[src/hw/rtl/sgm_pkg.sv]
// ----------------------------------------------------------------------------
// sgm_pkg
// Types and fixed constants shared by the Sobel gradient magnitude block.
// ----------------------------------------------------------------------------
package sgm_pkg;

    // Configuration port
    localparam int CFG_IDX_BITS  = 1;
    localparam int CFG_DATA_BITS = 13;

    typedef enum logic [CFG_IDX_BITS-1:0] {
        REG_FRAME_WIDTH  = 1'b0,
        REG_FRAME_HEIGHT = 1'b1
    } cfg_reg_t;

    // Plane geometry
    localparam int MIN_DIM      = 3;
    localparam int HEIGHT_MAX   = 4096;
    localparam int WIDTH_RESET  = 640;
    localparam int HEIGHT_RESET = 480;
    localparam int ROW_BITS     = 12;

    // Result fields
    localparam int MAG_BITS   = 12;
    localparam int COORD_BITS = 12;

    // Scaling by 256 gives four fraction bits after the square root.
    localparam int FRAC_SHIFT = 8;

    // Position tag that travels with a result through the pipeline.
    typedef struct packed {
        logic [COORD_BITS-1:0] column;
        logic [COORD_BITS-1:0] row;
        logic                  plane_end;
    } sgm_meta_t;

endpackage

[src/hw/rtl/sgm_isqrt.sv]
// ----------------------------------------------------------------------------
// sgm_isqrt
// Pipelined integer square root, one result bit per stage, with a tag.
// ----------------------------------------------------------------------------
module sgm_isqrt #(
    parameter int ROOT_BITS = 15
) (
    input  logic                     clk,
    input  logic                     rst_n,
    input  logic                     en,
    input  logic                     in_valid,
    input  logic [2*ROOT_BITS-1:0]   in_value,
    input  sgm_pkg::sgm_meta_t       in_meta,
    output logic                     root_valid,
    output logic [ROOT_BITS-1:0]     root,
    output sgm_pkg::sgm_meta_t       root_meta
);

    import sgm_pkg::*;

    localparam int VW = 2 * ROOT_BITS;

    logic [VW-1:0]  rem_reg   [ROOT_BITS];
    logic [VW-1:0]  res_reg   [ROOT_BITS];
    sgm_meta_t      meta_reg  [ROOT_BITS];
    logic           vld_reg   [ROOT_BITS];

    logic [VW-1:0]  rem_next  [ROOT_BITS];
    logic [VW-1:0]  res_next  [ROOT_BITS];
    sgm_meta_t      meta_next [ROOT_BITS];
    logic           vld_next  [ROOT_BITS];

    for (genvar k = 0; k < ROOT_BITS; k++)
    begin : g_stage
        localparam logic [VW-1:0] STEP_BIT = VW'(1) << (2 * (ROOT_BITS - 1 - k));

        logic [VW-1:0] rem_in;
        logic [VW-1:0] res_in;
        logic [VW:0]   trial;

        if (k == 0)
        begin : g_first
            assign rem_in       = in_value;
            assign res_in       = '0;
            assign meta_next[k] = in_meta;
            assign vld_next[k]  = in_valid;
        end
        else
        begin : g_rest
            assign rem_in       = rem_reg[k-1];
            assign res_in       = res_reg[k-1];
            assign meta_next[k] = meta_reg[k-1];
            assign vld_next[k]  = vld_reg[k-1];
        end

        assign trial = {1'b0, res_in} + {1'b0, STEP_BIT};

        always_comb
        begin
            if ({1'b0, rem_in} >= trial)
            begin
                rem_next[k] = rem_in - trial[VW-1:0];
                res_next[k] = (res_in >> 1) + STEP_BIT;
            end
            else
            begin
                rem_next[k] = rem_in;
                res_next[k] = res_in >> 1;
            end
        end

        always_ff @(posedge clk or negedge rst_n)
        begin
            if (!rst_n)
            begin
                vld_reg[k] <= 1'b0;
            end
            else if (en)
            begin
                vld_reg[k] <= vld_next[k];
            end
        end

        always_ff @(posedge clk)
        begin
            if (en)
            begin
                rem_reg[k]  <= rem_next[k];
                res_reg[k]  <= res_next[k];
                meta_reg[k] <= meta_next[k];
            end
        end
    end

    assign root_valid = vld_reg[ROOT_BITS-1];
    assign root       = res_reg[ROOT_BITS-1][ROOT_BITS-1:0];
    assign root_meta  = meta_reg[ROOT_BITS-1];

endmodule

[config.mk]
export PLATFORM = sky130hd
export DESIGN_NAME = sgm_isqrt
export DESIGN_NICKNAME = d
export VERILOG_FILES = /design/src/hw/rtl/sgm_pkg.sv /design/src/hw/rtl/sgm_isqrt.sv
export SDC_FILE = /design/constraint.sdc
export NUM_CORES = 1
export LEC_CHECK = 0
export BUFFER_PORTS_ARGS = -buffer_cell sky130_fd_sc_hd__buf_2
export CELL_PAD_IN_SITES_DETAIL_PLACEMENT = 1
export CELL_PAD_IN_SITES_GLOBAL_PLACEMENT = 2
export CORE_ASPECT_RATIO = 1.4
export CORE_MARGIN = 2
export CORE_UTILIZATION = 50
export DETAILED_ROUTE_END_ITERATION = 8
export PLACE_DENSITY_LB_ADDON = 0.1
export SYNTH_ARGS = -nofsm -noshare
export SYNTH_HDL_FRONTEND = slang
export SYNTH_SLANG_ARGS = --single-unit
[constraint.sdc]
create_clock -name clk -period 7.7 [get_ports clk]
set_input_delay 1.54 -clock clk [delete_from_list [all_inputs] [get_ports clk]]
set_output_delay 1.54 -clock clk [all_outputs]
set_load 0.02 [all_outputs]
* Word level (Yosys, flattened, before mapping) *
Memories as Yosys holds them, arrays and structs flattened.
Cells that the tools add are included.

cells by class
  equal/unequal tests = 0
  reductions and logical operators = 0
  shift-type cells = 0
  bitwise operators = 0
  $lt $le $gt $ge = 15
  multiplexer cells = 32
  $mul = 0
  add/subtract/negate cells = 43
  divide/modulo/power cells = 0

operator list
  cell                      number
  $mux W30                  29
  $ge A30 B31 Y1            14
  $sub A30 B30 Y30          14
  $add A30 B1 Y31 const B   1
  $add A30 B11 Y31 const B  1
  $add A30 B13 Y31 const B  1
  $add A30 B15 Y31 const B  1
  $add A30 B17 Y31 const B  1
  $add A30 B19 Y31 const B  1
  $add A30 B21 Y31 const B  1
  $add A30 B23 Y31 const B  1
  $add A30 B25 Y31 const B  1
  $add A30 B27 Y31 const B  1
  $add A30 B3 Y31 const B   1
  $add A30 B5 Y31 const B   1
  $add A30 B7 Y31 const B   1
  $add A30 B9 Y31 const B   1
  $add A29 B1 Y30 const B   1
  $add A29 B11 Y30 const B  1
  $add A29 B13 Y30 const B  1
  $add A29 B15 Y30 const B  1
  $add A29 B17 Y30 const B  1
  $add A29 B19 Y30 const B  1
  $add A29 B21 Y30 const B  1
  other kinds (11)          12

word-level totals
  flip-flop bits (word level) = 15
  latch bits = 0
  ROM bits = 0
  word-level logic and storage cells = 108
  RAM bits = 1,275
  memories kept = 3
  output and inout port bits = 41

memory list
  memory    words  width  rd ports  clocked after memory_dff  write ports  line             text
  rem_reg   15     30     14        0                         15           sgm_isqrt.sv:23  logic [VW-1:0] rem_reg [ROOT_BITS];
  res_reg   15     30     15        0                         15           sgm_isqrt.sv:24  logic [VW-1:0] res_reg [ROOT_BITS];
  meta_reg  15     25     15        0                         15           sgm_isqrt.sv:25  sgm_meta_t meta_reg [ROOT_BITS];

* Depth between registers and ports, before layout *
Gate-level depths: netlist of run 1.
An unclocked memory read counts as a cell.

  depth in word-level cells = 4
  gate-level depth with buffers = 12

* Least setup slack after synthesis of run 1 *
No wires, ideal clock.

  kind = reg2reg
  start point = memory rem_reg[11][21] (netlist name)
  end point = memory rem_reg[12][12] (netlist name), data pin
  arrival time = 2.539 ns
  cell stages (with the launch flop) = 8
  period minus slack after synthesis = 2.800 ns
  path buffers = 1
  slack = 4.900 ns
  cell sequence = edfxtp_1 -> or4_4 -> or4_4 -> or4_1 -> a211oi_2 -> o31ai_1 -> buf_6 -> mux2_4

RTL lines
  element             line
  start: declaration  sgm_isqrt.sv:23

==> metrics.md, run 1 <==
| Metric | Value |
|---|---|
| Clock Pin Slew Worst Setup and Hold Paths | 0.07 ns |
| Sink Count | 930 |
| Multiplexer share of the synthesized area | 1.188% |
| FF-to-FF Start | rem_reg[12][16]$_DFFE_PP_ |
| R2R depth | 8 |
| Share of cells above drive strength 1 | 11.70% |
| Port Buffers | 99 |
| Hold Crit Endpoint | meta_reg[1][49]$_DFFE_PP_ |
| Initial drt markers | 637 |
| # hold bufs at CTS | 0 |
| Syn_nets | 2,530 |
| Die width | 234.2 um |
| TNS Setup | 0 ns |
| Final Cycle Share | 46.14% |
| Worst Min Path Start | meta_reg[1][24]$_DFFE_PP_ |
| FF-to-FF setup slack | 4.15 ns |
| Post-detailed-route via-to-cell ratio | 5.385 |
| Crit end category | flip-flop |
| GRT overflow | 0 |
| Clk Latency, worst-skew pair | 0.66 ns |
| Final HPWL DP | 51.43 mm |
| Placed insts | 3,383 |
| Share of synthesized registers carrying an async set or reset | 1.613% |
| Root Buffer | clkbuf_16 |
| Pwr dens | 289.6 nW/um2 |
| Fmax | 0.2815 GHz |
| Antenna violations before repair | 0 |
| Gr usage total | 19.02% |
| Antenna Cells | 0 |
| Num CTS Buffers | 87 |
| First-pass GRT wire length | 110.1 mm |
| Final hold violations | 0 |
| Vias in the first global route | 21,070 |
| # setup viols final | 0 |
| Leakage power | 15.19 nW |
| Max Slew Vio Count | 0 |
| Final RePlAce weighted congestion | 0.8955 |
| Post-CTS sizing | 0 |
| Max FFs per register | 420 |
| CTS tree | done |
| VDD IR max | 0.2427 mV |
| Post-synth EDFFs | 915 |
| Core ar. | 73,670 um2 |
| Compound-Gate Fraction of Synth Area | 5.816% |
| Max-Cap Viols | 0 |
| Die H | 326.2 um |
| CP bufs+invs | 0 |
| Post-Syn Area per Cell | 15.85 um2 |
| Post-synth top flop | edfxtp_1 |
| Cells after synthesis | 2,340 |
| Slowest stage delay, CP | 0.88 ns |
| Total die area | 76,400 um2 |
| Data required time of the worst path | 8.09 ns |
| Layout Cells excl Fill | 3,542 |
| Largest family of logic cells by synthesized area | simple AND/OR/NAND/NOR gates |
| Arrival time at the worst endpoint | 3.94 ns |
| Hold path cells | 0 |
| Via count | 19,070 |
| TritonRoute pass-1 iters | 4 |
| YS warnings | 0 |
| Status | complete, no violations |
| Critical path type | reg -> reg |
| Post-Route WL | 71.17 mm |
| Worst Max-Slew Pin Slew | 1.043 ns |
| XOR/XNOR Fraction of Synth Area | 3.897% |
| Io pins | 100 |
| Bufs on Longest Clock Path | 3 |
| Final clock skew | 0.01928 ns |
| Starting density of the core | 50.34% |
| Antenna Nets Post-Route | 0 |
| H-tree Lvls | 3 |
| Reg-to-reg endpoint | rem_reg[13][24]$_DFFE_PP_ |
| Post-synth cell types | 68 |
| Largest net degree at the start of global routing | 194 |
| DR WL/cell | 20.09 um |
| Area added between synthesis and finish | 12.24% |
| Worst-path cell chain | ha_1 -> a21oi_1 -> nand3_1 -> a211oi_1 -> o21a_1 -> or2_2 -> nor4_1 -> xor2_1 |
| RSZ-0062 raised after global routing | false |
| Sequential area share after synthesis | 75.10% |
| Adder-Cell Fraction of Synth Area | 4.420% |
| Headroom to the max-slew limit | 30.49% |
| Crit path max fanout | 30 |
| CP Launch Type | flip-flop |
| CP max-delay cell | o21a_1 |
| Post-synthesis cell area | 37,090 um2 |
| Post-CTS Repair Setup Buffers | 0 |
| Worst min path class | reg -> reg |
| CP top delay family | compound AO/OA/AOI/OAI gates |
| Drc violations | 0 |
| Layout Nets | 2,702 |
| Post-route minimum period | 3.553 ns |
| Floorplan row count | 118 |
| Yosys reg bits | 930 |
| Post-synthesis simple-gate area fraction | 7.588% |
==> layout make-up <==
class | instances | area [um2]
Multi-Input combinational cell | 1220 | 8522
Timing Repair Buffer | 116 | 683.2
Clock inverter | 56 | 541.8
Clock buffer | 103 | 2237
Inverter | 157 | 589.3
Sequential cell | 930 | 27850
Tap cell | 960 | 1201
Fill cell | 6820 | 32050
==> where the power goes <==
group | internal, mW | switching (mW)
sequential | 6.19 | 0.323
clock | 2.31 | 1.85
combinational | 0.571 | 0.810
total | 9.08 | 2.98
==> synth_stat cells (29+ instances only) <==
| master | n | area share, % |
|---|---|---|
| edfxtp_1 | 915 | 74 |
| inv_1 | 157 | 1.6 |
| nor2_1 | 142 | 1.4 |
| ha_1 | 131 | 4.4 |
| a21oi_1 | 112 | 1.5 |
| o21ai_0 | 93 | 1.3 |
| nand2_1 | 87 | 0.88 |
| xnor2_1 | 87 | 2.1 |
| xor2_1 | 78 | 1.8 |
| nor3_1 | 54 | 0.73 |
| nor4_1 | 51 | 0.86 |
| mux2_2 | 32 | 0.97 |
| nand3_1 | 30 | 0.40 |
| nand4_1 | 29 | 0.49 |
==> layer usage <==
metal	track usage, %	vias up	share of wire (%)
met5	0	-	0
met4	10.76	0	5.6
met3	2.994	168	2.8
met2	39.65	279	60
met1	16.10	9423	31
li1	-	9204	-
==> layout by cell type (no fill, tap or decap), types with 17 or more instances in the layout <==
cell	n
nor4_1	51
edfxtp_1	915
nand3_1	30
mux2_2	32
o21ai_0	93
or3_1	21
ha_1	131
nor2_1	142
nor2b_1	23
a211oi_1	17
xor2_1	78
o21a_1	24
nand2_1	87
nand2b_1	23
a21o_1	26
clkinv_2	21
clkbuf_16	87
inv_1	157
a21oi_1	112
xnor2_1	87
buf_2	98
nand4_1	29
nor3_1	53
==> how the worst max path moves through the flow <==
| stage | from | end | slack [ns] | cells after the start |
|---|---|---|---|---|
| after detailed placement | rem_reg[5][19]$_DFFE_PP_ | rem_reg[6][27]$_DFFE_PP_ | 4.20 | 9 |
| after global routing | rem_reg[9][10]$_DFFE_PP_ | rem_reg[10][26]$_DFFE_PP_ | 4.02 | 9 |
| after CTS | rem_reg[5][19]$_DFFE_PP_ | rem_reg[6][27]$_DFFE_PP_ | 4.19 | 9 |
| final | rem_reg[12][16]$_DFFE_PP_ | rem_reg[13][24]$_DFFE_PP_ | 4.15 | 8 |
| after global placement | en | meta_reg[1][161]$_DFFE_PP_ | 4.29 | 2 |
| after floorplan | rem_reg[11][21]$_DFFE_PP_ | rem_reg[12][12]$_DFFE_PP_ | 4.90 | 7 |
==> stage by stage <==
stage | hold WS (ns) | total power [mW] | area [um2] | setup WS [ns] | utilization [%]
finish | 0.4092 | 12.05 | 41630 | 4.147 | 56.50
global route | 0.4116 | 12.56 | 41630 | 4.019 | 56.50
CTS | 0.3977 | 12.22 | 41630 | 4.188 | 56.50
detailed placement | 0.4052 | 8.023 | 38850 | 4.199 | 52.73
global placement | 0.4003 | 7.926 | 38850 | 4.288 | 52.73
floorplan | 0.4003 | 7.432 | 37090 | 4.900 | -
==> worst reg2reg max path, cell delays in order, from the launching register on <==
cell and delay, ns:
edfxtp_1 0.39, ha_1 0.37, a21oi_1 0.41, nand3_1 0.31, a211oi_1 0.37, o21a_1 0.88, or2_2 0.33, nor4_1 0.09
xor2_1 0.15
==> logic make-up after synthesis <==
logic type | count (synthesis)
fa+ha+maj | 131
simple gates | 537
compound gates | 348
flops | 930
xor+xnor | 165
mux | 39
buf+inv | 190
Note: power is estimated with default switching activity, not from simulation.
==> run 2, diff against run 1 <==
Settings changed: CORE_UTILIZATION 50 to 47.
Clock period 7.7 ns to 3.66 ns, I/O delays scaled along.
==> run 2 against run 1 <==
Compared with the run above: register-to-register slack worse by 3.7 ns; clock power increased by 130%; sequential power up 110%; sequential share of layout area is 1.2 points lower; first-iteration DRC count is 24% higher; core utilization fell by 2.1 points; worst setup slack worse by 3.7 ns; cell area grew 1.9%; largest cell class unchanged; total power up 120%.
==> metrics.md, run 2 (synthesis results as in run 1) <==
| Metric | Value |
|---|---|
| Bufs on Longest Clock Path | 3 |
| # setup viols final | 0 |
| R2R depth | 8 |
| Hold path cells | 1 |
| Final HPWL DP | 52.49 mm |
| Worst min path class | in -> reg |
| Io pins | 100 |
| Max Slew Vio Count | 0 |
| Data required time of the worst path | 4.05 ns |
| Status | complete, no violations |
| Starting density of the core | 47.56% |
| DR WL/cell | 19.41 um |
| Layout Nets | 2,742 |
| # fillers | 7,304 |
| Die H | 336.4 um |
| Final Cycle Share | 87.66% |
| Core ar. | 77,970 um2 |
| Clk Latency, worst-skew pair | 0.65 ns |
| Worst-path cell chain | ha_1 -> o21ai_0 -> a211oi_1 -> a32oi_1 -> o41ai_4 -> o2111ai_1 -> nor3_1 -> xor2_1 |
| VDD IR max | 0.4669 mV |
| Max FFs per register | 420 |
| Antenna Cells | 0 |
| CTS tree | done |
| Hold WS | 0.2517 ns |
| RSZ-0062 raised after global routing | false |
| Post-Route WL | 71.28 mm |
| Post-route cell area | 42,410 um2 |
| Worst setup margin | 0.4516 ns |
| First-pass GRT wire length | 110.7 mm |
| Antenna violations before repair | 0 |
| Place WS | 0.3451 ns |
| Final hold violations | 0 |
| Placed Area | 39,310 um2 |
| Largest net degree at the start of global routing | 105 |
| Share of cells above drive strength 1 | 13.28% |
| Antenna Nets Post-Route | 0 |
| Root Buffer | clkbuf_16 |
| Worst Max-Slew Pin Slew | 0.9599 ns |
| Sink Count | 930 |
| Worst Min Path Start | in_meta[10] |
| Gr usage total | 17.93% |
| Flip-flop and latch area | 27,850 um2 |
| Clock Pin Slew Worst Setup and Hold Paths | 0.07 ns |
| Commonest non-fill, non-tap cell in the layout | edfxtp_1 |
| Initial drt markers | 787 |
| TNS Setup | 0 ns |
| FF-to-FF setup slack | 0.45 ns |
| Drc violations | 0 |
| Headroom to the max-slew limit | 35.91% |
| Pwr dens | 615.8 nW/um2 |
| CP Launch Type | flip-flop |
| Total die area | 81,200 um2 |
| Hold Crit Endpoint | meta_reg[0][10]$_DFFE_PP_ |
| Max-Cap Viols | 0 |
| Crit end category | flip-flop |
| Critical path type | reg -> reg |
| Most frequent cells in the layout | edfxtp_1 (915), inv_1 (157), nor2_1 (142) |
| Floorplan row count | 121 |
| Arrival time at the worst endpoint | 3.60 ns |
| Post-detailed-route via-to-cell ratio | 5.224 |
| Via count | 19,190 |
| GRT overflow | 0 |
| Fmax | 0.3117 GHz |
| Vias in the first global route | 21,160 |
| Final core utilization | 54.39% |
| TritonRoute pass-1 iters | 4 |
| Area added between synthesis and finish | 14.36% |
| Die width | 241.4 um |
| FF-to-FF Start | rem_reg[5][18]$_DFFE_PP_ |
| H-tree Lvls | 3 |
| Num CTS Buffers | 89 |
| Reg-to-reg endpoint | rem_reg[6][27]$_DFFE_PP_ |
| Final RePlAce weighted congestion | 0.8689 |
| Crit path max fanout | 4 |
| Slowest stage delay, CP | 0.74 ns |
| Multi-input combinational cell area | 8522 um2 |
| Final clock skew | 0.02574 ns |
| Leakage power | 15.55 nW |
| CP max-delay cell | a211oi_1 |
| Port Buffers | 99 |
| Post-CTS Repair Setup Buffers | 0 |
| Post-route minimum period | 3.208 ns |
## run 2: stage by stage
stage,cells,total power [mW]
after global routing,3673,27.23
after detailed placement,3505,16.89
final,3673,26.12
after floorplan,2340,15.64
after CTS,3673,26.46
after global placement,3505,16.71
## run 2: where the power goes
part	switching [mW]	internal, mW	total, mW
Sequential	0.653	13.0	13.7
Combinational	1.71	1.24	2.95
Clock	3.92	5.56	9.49
Total	6.29	19.8	26.1
## run 2: repair_timing
item	CTS	global route
hold buffers	1	0
endpoints found under the setup margin	0	0
hold endpoints to repair	15	0
resized for setup	0	0
## run 2: worst max-delay path by stage
stage | from | end | cells past startpoint | slack (ns)
final | rem_reg[5][18]$_DFFE_PP_ | rem_reg[6][27]$_DFFE_PP_ | 8 | 0.45
after global routing | rem_reg[10][25]$_DFFE_PP_ | rem_reg[11][11]$_DFFE_PP_ | 8 | 0.22
after CTS | res_reg[0][168]$_DFFE_PP_ | rem_reg[6][28]$_DFFE_PP_ | 9 | 0.33
after detailed placement | rem_reg[5][19]$_DFFE_PP_ | rem_reg[6][27]$_DFFE_PP_ | 8 | 0.35
after global placement | rem_reg[5][19]$_DFFE_PP_ | rem_reg[6][19]$_DFFE_PP_ | 7 | 0.34
after floorplan | rem_reg[11][21]$_DFFE_PP_ | rem_reg[12][12]$_DFFE_PP_ | 7 | 0.86
## run 2: critical path: cells and delay by family, from the launching register on
| family | cells | cell delay (ns) |
|---|---|---|
| compound gates | 5 | 1.85 |
| flops | 1 | 0.42 |
| fa+ha+maj | 1 | 0.37 |
| simple gates | 1 | 0.25 |
| xor+xnor | 1 | 0.09 |
## run 2: area by class of cell
cell class / count / area share [%]
clock buffer: 106 / 5.547
clock inverter: 61 / 1.747
inverter: 157 / 1.390
multi-input combinational: 1220 / 20.09
sequential: 930 / 65.67
tap: 1045 / 3.083
timing repair buffer: 154 / 2.466
## run 2: routing by layer
layer | share of wire, % | track usage, %
met5 | 0 | 0
met4 | 5.5 | 10.07
met3 | 2.7 | 2.668
met2 | 60 | 37.71
met1 | 32 | 15.24
==> run 3, diff against run 2 <==
Settings changed: CORE_MARGIN 2 to 4, REMOVE_ABC_BUFFERS set to 1.
==> run 3 against run 2 <==
Compared with the run above: cell area shrank 0.72%; worst setup slack lost 0.12 ns; wire length shrank 0.48%; critical path depth is the same; total power shrank 2.6%; register-to-register slack lost 0.12 ns; count of clock-buffer cells in the layout grew 8; sequential cell count is the same; clock power shrank 7.3%; maximum frequency shrank 3.5%; cell count shrank 0.41%.
==> metrics.md, run 3 (synthesis results as in run 1) <==
| Metric | Value |
|---|---|
| Status | complete, no violations |
| Initial drt markers | 918 |
| Antenna Cells | 0 |
| DR WL/cell | 19.39 um |
| TritonRoute pass-1 iters | 5 |
| Headroom to the max-slew limit | 37.00% |
| Port Buffers | 99 |
| Final HPWL DP | 51.68 mm |
| Final Cycle Share | 90.82% |
| Post-CTS Repair Setup Buffers | 0 |
| Post-detailed-route via-to-cell ratio | 5.254 |
| Clock Pin Slew Worst Setup and Hold Paths | 0.06 ns |
| Metal2 WL | 42.28 mm |
| Data required time of the worst path | 4.09 ns |
| Final RePlAce weighted congestion | 0.8792 |
| Max FFs per register | 420 |
| Critical path type | reg -> reg |
| Share of cells above drive strength 1 | 12.25% |
| Final hold violations | 0 |
| Commonest non-fill, non-tap cell in the layout | edfxtp_1 |
| Drc violations | 0 |
| Io pins | 100 |
| Floorplan row count | 121 |
| Max Slew Vio Count | 0 |
| Sink Count | 930 |
| Layout Cells excl Fill | 3,658 |
| Bufs on Longest Clock Path | 3 |
| Die width | 245.4 um |
| # fillers | 7,305 |
| Num CTS Buffers | 89 |
| Post-route cell area | 42,100 um2 |
| Met3 wire length | 1.999 mm |
| Max-Cap Viols | 0 |
| Worst Max-Slew Pin Slew | 0.9393 ns |
| Die H | 340.4 um |
| Crit end category | flip-flop |
| Most frequent cells in the layout | edfxtp_1 (915), inv_1 (157), nor2_1 (142) |
| Core ar. | 77,970 um2 |
| Leakage power | 15.38 nW |
| GRT overflow | 0 |
| Gr usage total | 17.23% |
| RSZ-0062 raised after global routing | false |
| Clk Latency, worst-skew pair | 0.66 ns |
| Crit path max fanout | 4 |
| Starting density of the core | 47.56% |
| Fmax | 0.3009 GHz |
| Layout Nets | 2,731 |
| Via count | 19,220 |
| VDD IR max | 0.4642 mV |
| Post-route minimum period | 3.324 ns |
| # hold bufs at CTS | 1 |
| Worst min path class | in -> reg |
| Antenna Nets Post-Route | 0 |
| Antenna violations before repair | 0 |
| Vias in the first global route | 21,580 |
| CP Launch Type | flip-flop |
| M1 WL | 22.73 mm |
| First-pass GRT wire length | 112.7 mm |
| # setup viols final | 0 |
| Area added between synthesis and finish | 13.53% |
| Highest routed metal layer | met4 |
| H-tree Lvls | 3 |
| Final clock skew | 0.04048 ns |
| Arrival time at the worst endpoint | 3.75 ns |
| Total die area | 83,530 um2 |
| Post-Route WL | 70.94 mm |
| Post-CTS sizing | 0 |
| CTS tree | done |
| Pwr dens | 604.3 nW/um2 |
| Placed insts | 3,494 |
| Largest net degree at the start of global routing | 103 |
| Root Buffer | clkbuf_16 |
| Placed Area | 39,250 um2 |
==> run 3: worst paths after layout <==
path                                                 start                         end  slack, ns  cells past startpoint
min in group asynchronous                            rst_n    vld_next[10]$_DFFE_PN0P_       0.53                      2
worst max register to register    rem_reg[5][19]$_DFFE_PP_    rem_reg[6][28]$_DFFE_PP_       0.34                      8
max in group asynchronous                            rst_n     vld_next[6]$_DFFE_PN0P_       2.87                      2
worst min-delay path                          in_value[26]    rem_reg[0][26]$_DFFE_PP_       0.25                      1
worst max-delay path              rem_reg[5][19]$_DFFE_PP_    rem_reg[6][28]$_DFFE_PP_       0.34                      8
worst min register to register  meta_reg[0][142]$_DFFE_PP_  meta_reg[0][167]$_DFFE_PP_       0.40                      0
==> run 3: critical path: stages, from the launching register on <==
cell	delay, ns
edfxtp_1	0.41
ha_1	0.44
or4b_2	0.61
nor3_1	0.24
a32oi_1	0.23
o41ai_4	0.35
nand3_1	0.20
nor4_1	0.32
xor2_1	0.29
==> run 3: power breakdown <==
| group | total, mW | internal [mW] | switching, mW |
|---|---|---|---|
| combinational | 2.96 | 1.24 | 1.72 |
| clock | 8.80 | 4.94 | 3.86 |
| sequential | 13.7 | 13.0 | 0.656 |
| total | 25.4 | 19.2 | 6.24 |
==> run 3: cell type report <==
| class | instances | area (um2) | area share, % |
|---|---|---|---|
| clock buffers | 114 | 2391 | 5.679 |
| inverters | 157 | 589.3 | 1.400 |
| well taps | 1045 | 1308 | 3.105 |
| clock inverters | 49 | 454.2 | 1.079 |
| flip-flops and latches | 930 | 27850 | 66.15 |
| repair buffers | 143 | 988.4 | 2.348 |
| multi-input cells | 1220 | 8522 | 20.24 |
==> run 3: per-layer routing <==
metal  track usage (%)  up-vias
met5                 0        -
met4             9.294        0
met1             15.32     9487
met3             2.624      171
met2             35.69      296
li1                  -     9266
==> run 3: stage by stage <==
step / util (%) / setup slack, ns / total power, mW / hold slack [ns] / TNS, ns
global placement: 50.34 / 0.4713 / 16.70 / 0.4002 / 0
finish: 54.00 / 0.3361 / 25.44 / 0.2495 / 0
floorplan: - / -0.8526 / 15.63 / 0.4003 / -27.54
global route: 54.00 / 0.1087 / 26.71 / 0.2041 / 0
CTS: 54.00 / 0.3035 / 25.85 / 0.1924 / 0
detailed placement: 50.34 / 0.3785 / 16.90 / 0.4051 / 0
